--- config.mk ---
export PLATFORM = sky130hd
export DESIGN_NAME = button_press_classifier
export DESIGN_NICKNAME = d
export VERILOG_FILES = /design/src/hdl/bpc_pkg.sv /design/src/hdl/bpc_ram.sv /design/src/hdl/bpc_cfg.sv /design/src/hdl/bpc_update.sv /design/src/hdl/button_press_classifier.sv
export SDC_FILE = /design/constraint.sdc
export NUM_CORES = 1
export LEC_CHECK = 0
export BUFFER_PORTS_ARGS = -buffer_cell sky130_fd_sc_hd__buf_2
export CORE_UTILIZATION = 56
export DETAILED_ROUTE_END_ITERATION = 6
export GPL_TIMING_DRIVEN = 0
export PLACE_DENSITY = 0.76
export SYNTH_ARGS = -nofsm -noshare
export SYNTH_HDL_FRONTEND = slang
export SYNTH_SLANG_ARGS = --single-unit
--- constraint.sdc ---
create_clock -name clk -period 5.91 [get_ports clk]
set_input_delay 0.2955 -clock clk [delete_from_list [all_inputs] [get_ports clk]]
set_output_delay 0.2955 -clock clk [all_outputs]
set_load 0.01 [all_outputs]
--- src/hdl/bpc_pkg.sv ---
// bpc_pkg: shared types and constants of the button press classifier.
// Transfer payloads, per-pin state word, event codes, register map.
// No dependencies.
package bpc_pkg;

    // Event and flag codes share one encoding
    typedef enum logic [2:0] {
        EV_NONE      = 3'd0,
        EV_PRESS     = 3'd1,
        EV_LONG      = 3'd2,
        EV_REL_SHORT = 3'd3,
        EV_REL_LONG  = 3'd4
    } event_code_t;

    // Item function codes
    localparam logic FUNC_SAMPLE  = 1'b0;
    localparam logic FUNC_CONSUME = 1'b1;

    // Register indexes (byte address = 4 * index)
    localparam logic [1:0] REG_DEBOUNCE = 2'd0;
    localparam logic [1:0] REG_LONG     = 2'd1;
    localparam logic [1:0] REG_ENABLE   = 2'd2;

    localparam logic [15:0] DEBOUNCE_RST = 16'd120;
    localparam logic [15:0] LONG_RST     = 16'd1000;
    localparam logic [15:0] ENABLE_RST   = 16'd0;

    localparam int PADDR_W = 4;
    localparam int PDATA_W = 32;

    typedef struct packed {
        logic        func;
        logic [3:0]  pin_index;
        logic        level;
        logic [31:0] now_ms;
    } in_item_t;

    typedef struct packed {
        logic [3:0] pin_out;
        logic [2:0] event_res;
        logic [2:0] pin_flag_out;
        logic       level_out;
    } out_item_t;

    typedef struct packed {
        logic [15:0] debounce_ms;
        logic [15:0] long_ms;
        logic [15:0] input_enable;
    } cfg_t;

    // One pin's state word as held in the state RAM
    typedef struct packed {
        logic        level;
        event_code_t flag;
        logic [31:0] press_start;
        logic        timing;
    } pin_state_t;

    localparam int STATE_W = $bits(pin_state_t);

    localparam pin_state_t STATE_RST = '{
        level:       1'b1,
        flag:        EV_NONE,
        press_start: 32'd0,
        timing:      1'b0
    };

endpackage

--- src/hdl/bpc_ram.sv ---
// bpc_ram: generic single-write, single-read RAM with registered read.
// No dependencies.
module bpc_ram #(
    parameter int WIDTH = 8,
    parameter int DEPTH = 16
) (
    input  logic                                   clk,
    input  logic                                   wr_en,
    input  logic [((DEPTH > 1) ? $clog2(DEPTH) : 1)-1:0] wr_addr,
    input  logic [WIDTH-1:0]                       wr_data,
    input  logic                                   rd_en,
    input  logic [((DEPTH > 1) ? $clog2(DEPTH) : 1)-1:0] rd_addr,
    output logic [WIDTH-1:0]                       rd_data
);

    logic [WIDTH-1:0] mem_reg [DEPTH];

    always_ff @(posedge clk)
    begin
        if (wr_en)
        begin
            mem_reg[wr_addr] <= wr_data;
        end
        if (rd_en)
        begin
            rd_data <= mem_reg[rd_addr];
        end
    end

endmodule

--- src/hdl/bpc_cfg.sv ---
// bpc_cfg: APB register block (debounce, long-press time, enable mask).
// Depends on bpc_pkg.
module bpc_cfg (
    input  logic                         clk,
    input  logic                         rst_n,
    input  logic                         psel,
    input  logic                         penable,
    input  logic                         pwrite,
    input  logic [bpc_pkg::PADDR_W-1:0]  paddr,
    input  logic [bpc_pkg::PDATA_W-1:0]  pwdata,
    output logic [bpc_pkg::PDATA_W-1:0]  prdata,
    output logic                         pready,
    output bpc_pkg::cfg_t                cfg
);

    logic [15:0] debounce_reg;
    logic [15:0] long_reg;
    logic [15:0] enable_reg;
    logic        wr_fire;
    logic [1:0]  reg_idx;

    assign pready  = 1'b1;
    assign wr_fire = psel && penable && pwrite;
    assign reg_idx = paddr[3:2];

    always_ff @(posedge clk or negedge rst_n)
    begin
        if (!rst_n)
        begin
            debounce_reg <= bpc_pkg::DEBOUNCE_RST;
            long_reg     <= bpc_pkg::LONG_RST;
            enable_reg   <= bpc_pkg::ENABLE_RST;
        end
        else if (wr_fire)
        begin
            case (reg_idx)
                bpc_pkg::REG_DEBOUNCE: debounce_reg <= pwdata[15:0];
                bpc_pkg::REG_LONG:     long_reg     <= pwdata[15:0];
                bpc_pkg::REG_ENABLE:   enable_reg   <= pwdata[15:0];
                default:               ;
            endcase
        end
    end

    always_comb
    begin
        case (reg_idx)
            bpc_pkg::REG_DEBOUNCE: prdata = {16'd0, debounce_reg};
            bpc_pkg::REG_LONG:     prdata = {16'd0, long_reg};
            bpc_pkg::REG_ENABLE:   prdata = {16'd0, enable_reg};
            default:               prdata = '0;
        endcase
    end

    assign cfg.debounce_ms  = debounce_reg;
    assign cfg.long_ms      = long_reg;
    assign cfg.input_enable = enable_reg;

endmodule

--- src/hdl/bpc_update.sv ---
// bpc_update: modify step of the read-modify-write; classifies one sample.
// Depends on bpc_pkg.
module bpc_update (
    input  bpc_pkg::in_item_t   item,
    input  bpc_pkg::pin_state_t cur,
    input  bpc_pkg::cfg_t       cfg,
    input  logic                in_range,
    output bpc_pkg::pin_state_t nxt,
    output bpc_pkg::out_item_t  result
);

    logic [31:0]          held;
    logic                 enabled;
    bpc_pkg::event_code_t ev;

    assign held    = item.now_ms - cur.press_start;   // wraps mod 2^32
    assign enabled = cfg.input_enable[item.pin_index];

    always_comb
    begin
        nxt = cur;
        ev  = bpc_pkg::EV_NONE;
        if (item.func == bpc_pkg::FUNC_CONSUME)
        begin
            nxt.flag = bpc_pkg::EV_NONE;
        end
        else if (enabled)
        begin
            if (!item.level)
            begin
                if (cur.level)
                begin
                    // falling edge: start timing
                    nxt.level       = 1'b0;
                    nxt.press_start = item.now_ms;
                    nxt.timing      = 1'b1;
                end
                else if (cur.timing)
                begin
                    if (cur.flag != bpc_pkg::EV_PRESS && held > {16'd0, cfg.debounce_ms})
                    begin
                        nxt.flag = bpc_pkg::EV_PRESS;
                        ev       = bpc_pkg::EV_PRESS;
                    end
                    else if (cur.flag == bpc_pkg::EV_PRESS && held > {16'd0, cfg.long_ms})
                    begin
                        nxt.flag   = bpc_pkg::EV_LONG;
                        nxt.timing = 1'b0;
                        ev         = bpc_pkg::EV_LONG;
                    end
                end
            end
            else if (!cur.level)
            begin
                nxt.level  = 1'b1;
                nxt.timing = 1'b0;
                if (cur.flag == bpc_pkg::EV_PRESS)
                begin
                    nxt.flag = bpc_pkg::EV_REL_SHORT;
                    ev       = bpc_pkg::EV_REL_SHORT;
                end
                else if (cur.flag == bpc_pkg::EV_LONG)
                begin
                    nxt.flag = bpc_pkg::EV_REL_LONG;
                    ev       = bpc_pkg::EV_REL_LONG;
                end
            end
        end
    end

    always_comb
    begin
        result.pin_out = item.pin_index;
        if (in_range)
        begin
            result.event_res    = ev;
            result.pin_flag_out = nxt.flag;
            result.level_out    = nxt.level;
        end
        else
        begin
            result.event_res    = bpc_pkg::EV_NONE;
            result.pin_flag_out = bpc_pkg::EV_NONE;
            result.level_out    = 1'b1;
        end
    end

endmodule

--- src/hdl/button_press_classifier.sv ---
// button_press_classifier: top level; state RAM, pipeline and output register.
// Depends on bpc_pkg, bpc_ram, bpc_cfg, bpc_update.
//
//   Channel   Handshake              Payload / signals
//   -------   --------------------   ------------------------------------
//   input     in_valid / in_stall    in_item  (bpc_pkg::in_item_t)
//   output    out_valid / out_stall  out_item (bpc_pkg::out_item_t)
//   config    psel/penable/pready    paddr, pwrite, pwdata, prdata (APB)
//
// One item per cycle sustained while the output is not stalled. The request stage
// reads the pin's state word from the state RAM; the classify stage classifies,
// writes back and loads the output register. The RAM read port sets the rate.
// A write-back to the pin just read is forwarded, so a pin can repeat every cycle.
// Reset clears the per-entry valid bits at once (an entry not yet written reads
// as released/no flag), so no clearing pass is needed and items are taken at once.
// in_stall rises only when the classify stage is full and the result is stalled.
module button_press_classifier #(
    parameter int NUM_PINS = 16
) (
    input  logic                         clk,
    input  logic                         rst_n,
    // input channel
    input  logic                         in_valid,
    output logic                         in_stall,
    input  bpc_pkg::in_item_t            in_item,
    // output channel
    output logic                         out_valid,
    input  logic                         out_stall,
    output bpc_pkg::out_item_t           out_item,
    // configuration
    input  logic                         psel,
    input  logic                         penable,
    input  logic                         pwrite,
    input  logic [bpc_pkg::PADDR_W-1:0]  paddr,
    input  logic [bpc_pkg::PDATA_W-1:0]  pwdata,
    output logic [bpc_pkg::PDATA_W-1:0]  prdata,
    output logic                         pready
);

    localparam int         AW      = (NUM_PINS > 1) ? $clog2(NUM_PINS) : 1;
    localparam logic [6:0] NPINS_W = 7'(NUM_PINS);

    bpc_pkg::cfg_t cfg;

    // request stage (RAM address phase)
    logic          in_fire;
    logic [6:0]    in_pin_ext;
    logic [AW-1:0] in_addr;
    logic          in_range;

    // classify stage
    logic                s1_valid_reg;
    bpc_pkg::in_item_t   s1_item_reg;
    logic                s1_range_reg;
    logic                s1_vld_reg;     // entry written since reset
    logic                fwd_hit_reg;    // same entry written as it was read
    bpc_pkg::pin_state_t fwd_data_reg;
    logic                s1_adv;
    logic                s1_fire;
    logic [6:0]          s1_pin_ext;
    logic [AW-1:0]       s1_addr;

    logic [bpc_pkg::STATE_W-1:0] ram_rd_data;
    bpc_pkg::pin_state_t         cur_state;
    bpc_pkg::pin_state_t         nxt_state;
    bpc_pkg::out_item_t          result;
    logic                        wr_en;

    logic [NUM_PINS-1:0] vld_reg;

    logic               out_valid_reg;
    bpc_pkg::out_item_t out_item_reg;

    bpc_cfg u_cfg (
        .clk     (clk),
        .rst_n   (rst_n),
        .psel    (psel),
        .penable (penable),
        .pwrite  (pwrite),
        .paddr   (paddr),
        .pwdata  (pwdata),
        .prdata  (prdata),
        .pready  (pready),
        .cfg     (cfg)
    );

    // handshakes
    assign s1_adv   = !out_valid_reg || !out_stall;
    assign s1_fire  = s1_valid_reg && s1_adv;
    assign in_stall = s1_valid_reg && !s1_adv;
    assign in_fire  = in_valid && !in_stall;

    assign in_pin_ext = {3'd0, in_item.pin_index};
    assign in_addr    = in_pin_ext[AW-1:0];
    assign in_range   = in_pin_ext < NPINS_W;

    assign s1_pin_ext = {3'd0, s1_item_reg.pin_index};
    assign s1_addr    = s1_pin_ext[AW-1:0];
    assign wr_en      = s1_fire && s1_range_reg;

    bpc_ram #(
        .WIDTH (bpc_pkg::STATE_W),
        .DEPTH (NUM_PINS)
    ) u_state_ram (
        .clk     (clk),
        .wr_en   (wr_en),
        .wr_addr (s1_addr),
        .wr_data (nxt_state),
        .rd_en   (in_fire),
        .rd_addr (in_addr),
        .rd_data (ram_rd_data)
    );

    // forwarded write wins, then RAM data, else reset value
    always_comb
    begin
        if (fwd_hit_reg)
        begin
            cur_state = fwd_data_reg;
        end
        else if (s1_vld_reg)
        begin
            cur_state = bpc_pkg::pin_state_t'(ram_rd_data);
        end
        else
        begin
            cur_state = bpc_pkg::STATE_RST;
        end
    end

    bpc_update u_update (
        .item     (s1_item_reg),
        .cur      (cur_state),
        .cfg      (cfg),
        .in_range (s1_range_reg),
        .nxt      (nxt_state),
        .result   (result)
    );

    always_ff @(posedge clk or negedge rst_n)
    begin
        if (!rst_n)
        begin
            s1_valid_reg  <= 1'b0;
            out_valid_reg <= 1'b0;
            vld_reg       <= '0;
        end
        else
        begin
            if (in_fire)
            begin
                s1_valid_reg <= 1'b1;
            end
            else if (s1_adv)
            begin
                s1_valid_reg <= 1'b0;
            end
            if (s1_adv)
            begin
                out_valid_reg <= s1_valid_reg;
            end
            if (wr_en)
            begin
                vld_reg[s1_addr] <= 1'b1;
            end
        end
    end

    // payload registers
    always_ff @(posedge clk)
    begin
        if (in_fire)
        begin
            s1_item_reg  <= in_item;
            s1_range_reg <= in_range;
            s1_vld_reg   <= in_range && vld_reg[in_addr];
            fwd_hit_reg  <= wr_en && in_range && (s1_addr == in_addr);
            fwd_data_reg <= nxt_state;
        end
        if (s1_fire)
        begin
            out_item_reg <= result;
        end
    end

    assign out_valid = out_valid_reg;
    assign out_item  = out_item_reg;

    // a reported event is always the flag left behind
    a_event_is_flag: assert property (@(posedge clk) disable iff (!rst_n)
        out_valid && out_item.event_res != bpc_pkg::EV_NONE
        |-> out_item.pin_flag_out == out_item.event_res)
        else $error("event code differs from stored flag");

    // press events leave the pin low, release events leave it high
    a_event_level: assert property (@(posedge clk) disable iff (!rst_n)
        out_valid && (out_item.event_res == bpc_pkg::EV_PRESS
                      || out_item.event_res == bpc_pkg::EV_LONG)
        |-> !out_item.level_out)
        else $error("press event with released level");

    a_release_level: assert property (@(posedge clk) disable iff (!rst_n)
        out_valid && (out_item.event_res == bpc_pkg::EV_REL_SHORT
                      || out_item.event_res == bpc_pkg::EV_REL_LONG)
        |-> out_item.level_out)
        else $error("release event with pressed level");

    // input is only held off by a full classify stage
    a_stall_needs_item: assert property (@(posedge clk) disable iff (!rst_n)
        in_stall |-> s1_valid_reg && out_valid_reg)
        else $error("input stalled with pipeline free");

endmodule
==> out/metrics.yaml <==
clock_tree:
  root_buffer: "clkbuf_16"
  clock-sinks: 783
  tritoncts: "done"
  clkLatencyLatePin_ns: 0.63
  clk_pin_slew_ns: 0.07
  numCtsBuffers: 79
  cts.path.max_buffers: 3
  cts_max_level: 3
finish:
  insertedDiodeCount: 0
  utilization: 0.6610
  final_area_um2: 39010
  fin_nets: 2307
  fillers: 3850
  layout_commonest_cell: "edfxtp_1"
  syn2layout_area_growth_pct: 16.46
  mostFrequentLayoutCells: "edfxtp_1, mux4_2, buf_2"
  layout-drive-gt1-share: 0.2657
  largest_reg_flops: 592
synthesis:
  ys.flop_type: "edfxtp_1"
  synthArstFlopShare: 0.08429
  ys_ff_latch: 783
  avgSynthCellArea_um2: 17.78
  synth_cells: 1884
  yosysWarnings: 0
  synthDistinctLibCells: 88
  synth_edf_count: 717
  synthesis.area_um2: 33500
  ys_seq_area_frac: 0.6924
power_and_ir_drop:
  fin_total_pwr_mw: 13.38
  comb_power_share: 0.146
  p_per_area_nw_per_um2: 343.1
  intPower_mw: 9.980
  p_sw_mw: 3.403
  switching_share: 0.2543
  clockPowerShare: 0.357
  peakVddDrop_v: 0.0002337
  power.sequential.fraction: 0.496
  leakage_nw: 13.39
floorplan:
  io_pins: 127
  coreArea_um2: 59020
  initial_core_util: 0.5676
  rows: 89
  die_x_um: 246.6
  die_y_um: 246.6
  dieArea_um2: 60800
grt:
  grt_pass1_wl_um: 127100
  overflow: 0
  antenna_found_initial: 0
  grt_use_total: 0.2932
  grt_max_degree: 67
  grt_pass1_vias: 19450
drt:
  routed_wl_um: 86460
  ant_nets: 0
  routedWlPerCell_um: 28.73
  viasPerCell: 6.453
  drt_iter0_markers: 2256
  drt_pre_antenna_iters: 5
  drc: 0
  via_count: 19420
worst_setup_path:
  end_kind: "register"
  critPathLaunchType: "register"
  cp_data_arrival_time_ns: 6.28
  critPathMaxFanout: 18
  critPathKind: "register to register"
  crit_required_ns: 6.39
place:
  post-dp-hpwl_um: 56360
  post_dp_cell_area_um2: 35730
  port_buffers: 91
  gp_congestion: 0.9017
run_status:
  outcome: "completed"
sta:
  fin_hold_ws_ns: 0.05846
  worstMarginPinSlew_ns: 1.380
  final_max_slew_viol_count: 0
  post-route-period-util: 0.9802
  min_period_ns: 5.793
  hold_viol: 0
  fmax_mhz: 172.6
  finClkSkew_ns: 0.03079
  slew_headroom: 0.07981
  setup_viol: 0
min_path:
  min_path_type: "input pin to register"
run:
  maxCapViolations: 0
## what timing repair did
item,4_1_cts,5_1_grt
pin swaps,2,5
resized for setup,16,22
hold buffers,57,0
endpoints found under the hold margin,143,0
setup endpoints to repair,73,72
buffers inserted,3,5
## Yosys cell counts, drive strengths merged (11+ instances only)
library cell	instances	area (um2)
inv	50	187.7
mux2	35	394.1
nand4	15	93.84
nand2b	11	68.82
nand3	15	75.07
a21oi	82	421.7
a22oi	22	165.2
mux4	195	4392
nand2	86	325.3
dfrtp	56	1401
nor2	83	311.6
edfxtp	717	21530
clkbuf	64	241.5
nor3	11	60.06
nand3b	17	165.2
and2	14	90.09
ha	53	663.1
a31oi	12	75.07
xnor2	19	166.4
or2	18	112.6
a21o	18	135.1
and3	12	80.08
buf	42	285.3
nor2b	12	75.07
mux2i	22	220.2
o21ai	60	300.3
## cell families (layout without fill, tap and decap cells)
kind of cell / Yosys count / after routing / share of synthesized area
compound gates: 267 / 267 / 0.05278
xor+xnor: 28 / 28 / 0.007321
fa+ha+maj: 60 / 60 / 0.02200
buf+inv: 156 / 493 / 0.02133
flops: 783 / 783 / 0.6924
mux: 252 / 252 / 0.1494
other cells: 2 / 17 / 0.0002242
simple gates: 336 / 336 / 0.05446
## critical path, stage by stage (launching register included)
cell and delay [ns]:
edfxtp_1 0.36, buf_6 0.17, buf_6 0.18, buf_6 0.17, nor2b_1 0.06, buf_4 0.17, clkbuf_8 0.20, a22o_1 0.26
ha_1 0.19, inv_1 0.12, ha_1 0.17, a31o_1 0.16, maj3_2 0.28, a2bb2oi_4 0.08, buf_4 0.15, o31ai_1 0.42
xor2_1 0.23, ha_1 0.35, nand4_1 0.15, nor2_1 0.11, o21ai_0 0.14, a31oi_4 0.28, nand4b_1 0.29, o211ai_1 0.15
buf_4 0.17, a2111oi_4 0.42, buf_12 0.19
## layout make-up
class                   count  area, um2  area share
plain buffers             102      528.0     0.01354
clock buffers             108       2178     0.05584
clock inverters            36      262.8    0.006736
inverters                  50      187.7    0.004811
multi-input cells         960       9935      0.2547
flip-flops and latches    783      23190      0.5946
well taps                 773      967.2     0.02479
repair buffers            197       1757     0.04503
## path summary, 6_finish.rpt
kind	start	end	slack, ns	cells after the start
min in group asynchronous	rst_n	vld_reg[2]$_DFFE_PN0P_	0.32	2
worst min register to register	s1_addr[2]$_DFFE_PP_	out_item[9]$_DFFE_PP_	0.45	0
max in group asynchronous	rst_n	u_cfg.long_reg[14]$_DFFE_PN0P_	5.00	2
worst max-delay path	fwd_hit_reg$_DFFE_PP_	u_state_ram.mem_reg[9][34]$_DFFE_PP_	0.12	26
worst min-delay path	in_item[36]	s1_addr[3]$_DFFE_PP_	0.06	1
worst max register to register	fwd_hit_reg$_DFFE_PP_	u_state_ram.mem_reg[9][34]$_DFFE_PP_	0.12	26
## per-stage QoR
stage | std cells | setup WS, ns | setup TNS [ns]
after detailed placement | 2803 | -1.869 | -100.60
final | 3009 | 0.1167 | 0
after global placement | 2763 | -2.330 | -407.30
after global routing | 3009 | -0.04614 | -0.7649
after CTS | 3004 | 0.01467 | 0
after floorplan | 1899 | 0.2750 | 0
## power groups by stage
stage	registers, mW	logic [mW]	clock network [mW]
4_1_cts	6.64	1.90	4.83
6_report	6.64	1.96	4.78
5_1_grt	6.67	2.12	5.04
2_1_floorplan	6.70	1.24	0
3_5_place_dp	6.75	1.82	0
3_3_place_gp	6.75	1.73	0
## per-layer routing
metal  share of wire  GRT usage  wire, um  vias to the layer above
met5               0          0         0                        -
met4           0.035     0.1086      2995                        0
met3           0.094    0.05163      8099                      157
met2            0.49     0.4748     42070                     1155
met1            0.39     0.4015     33290                     9971
li1                -          -         -                     8135
Note: power is estimated with default switching activity, not from simulation.
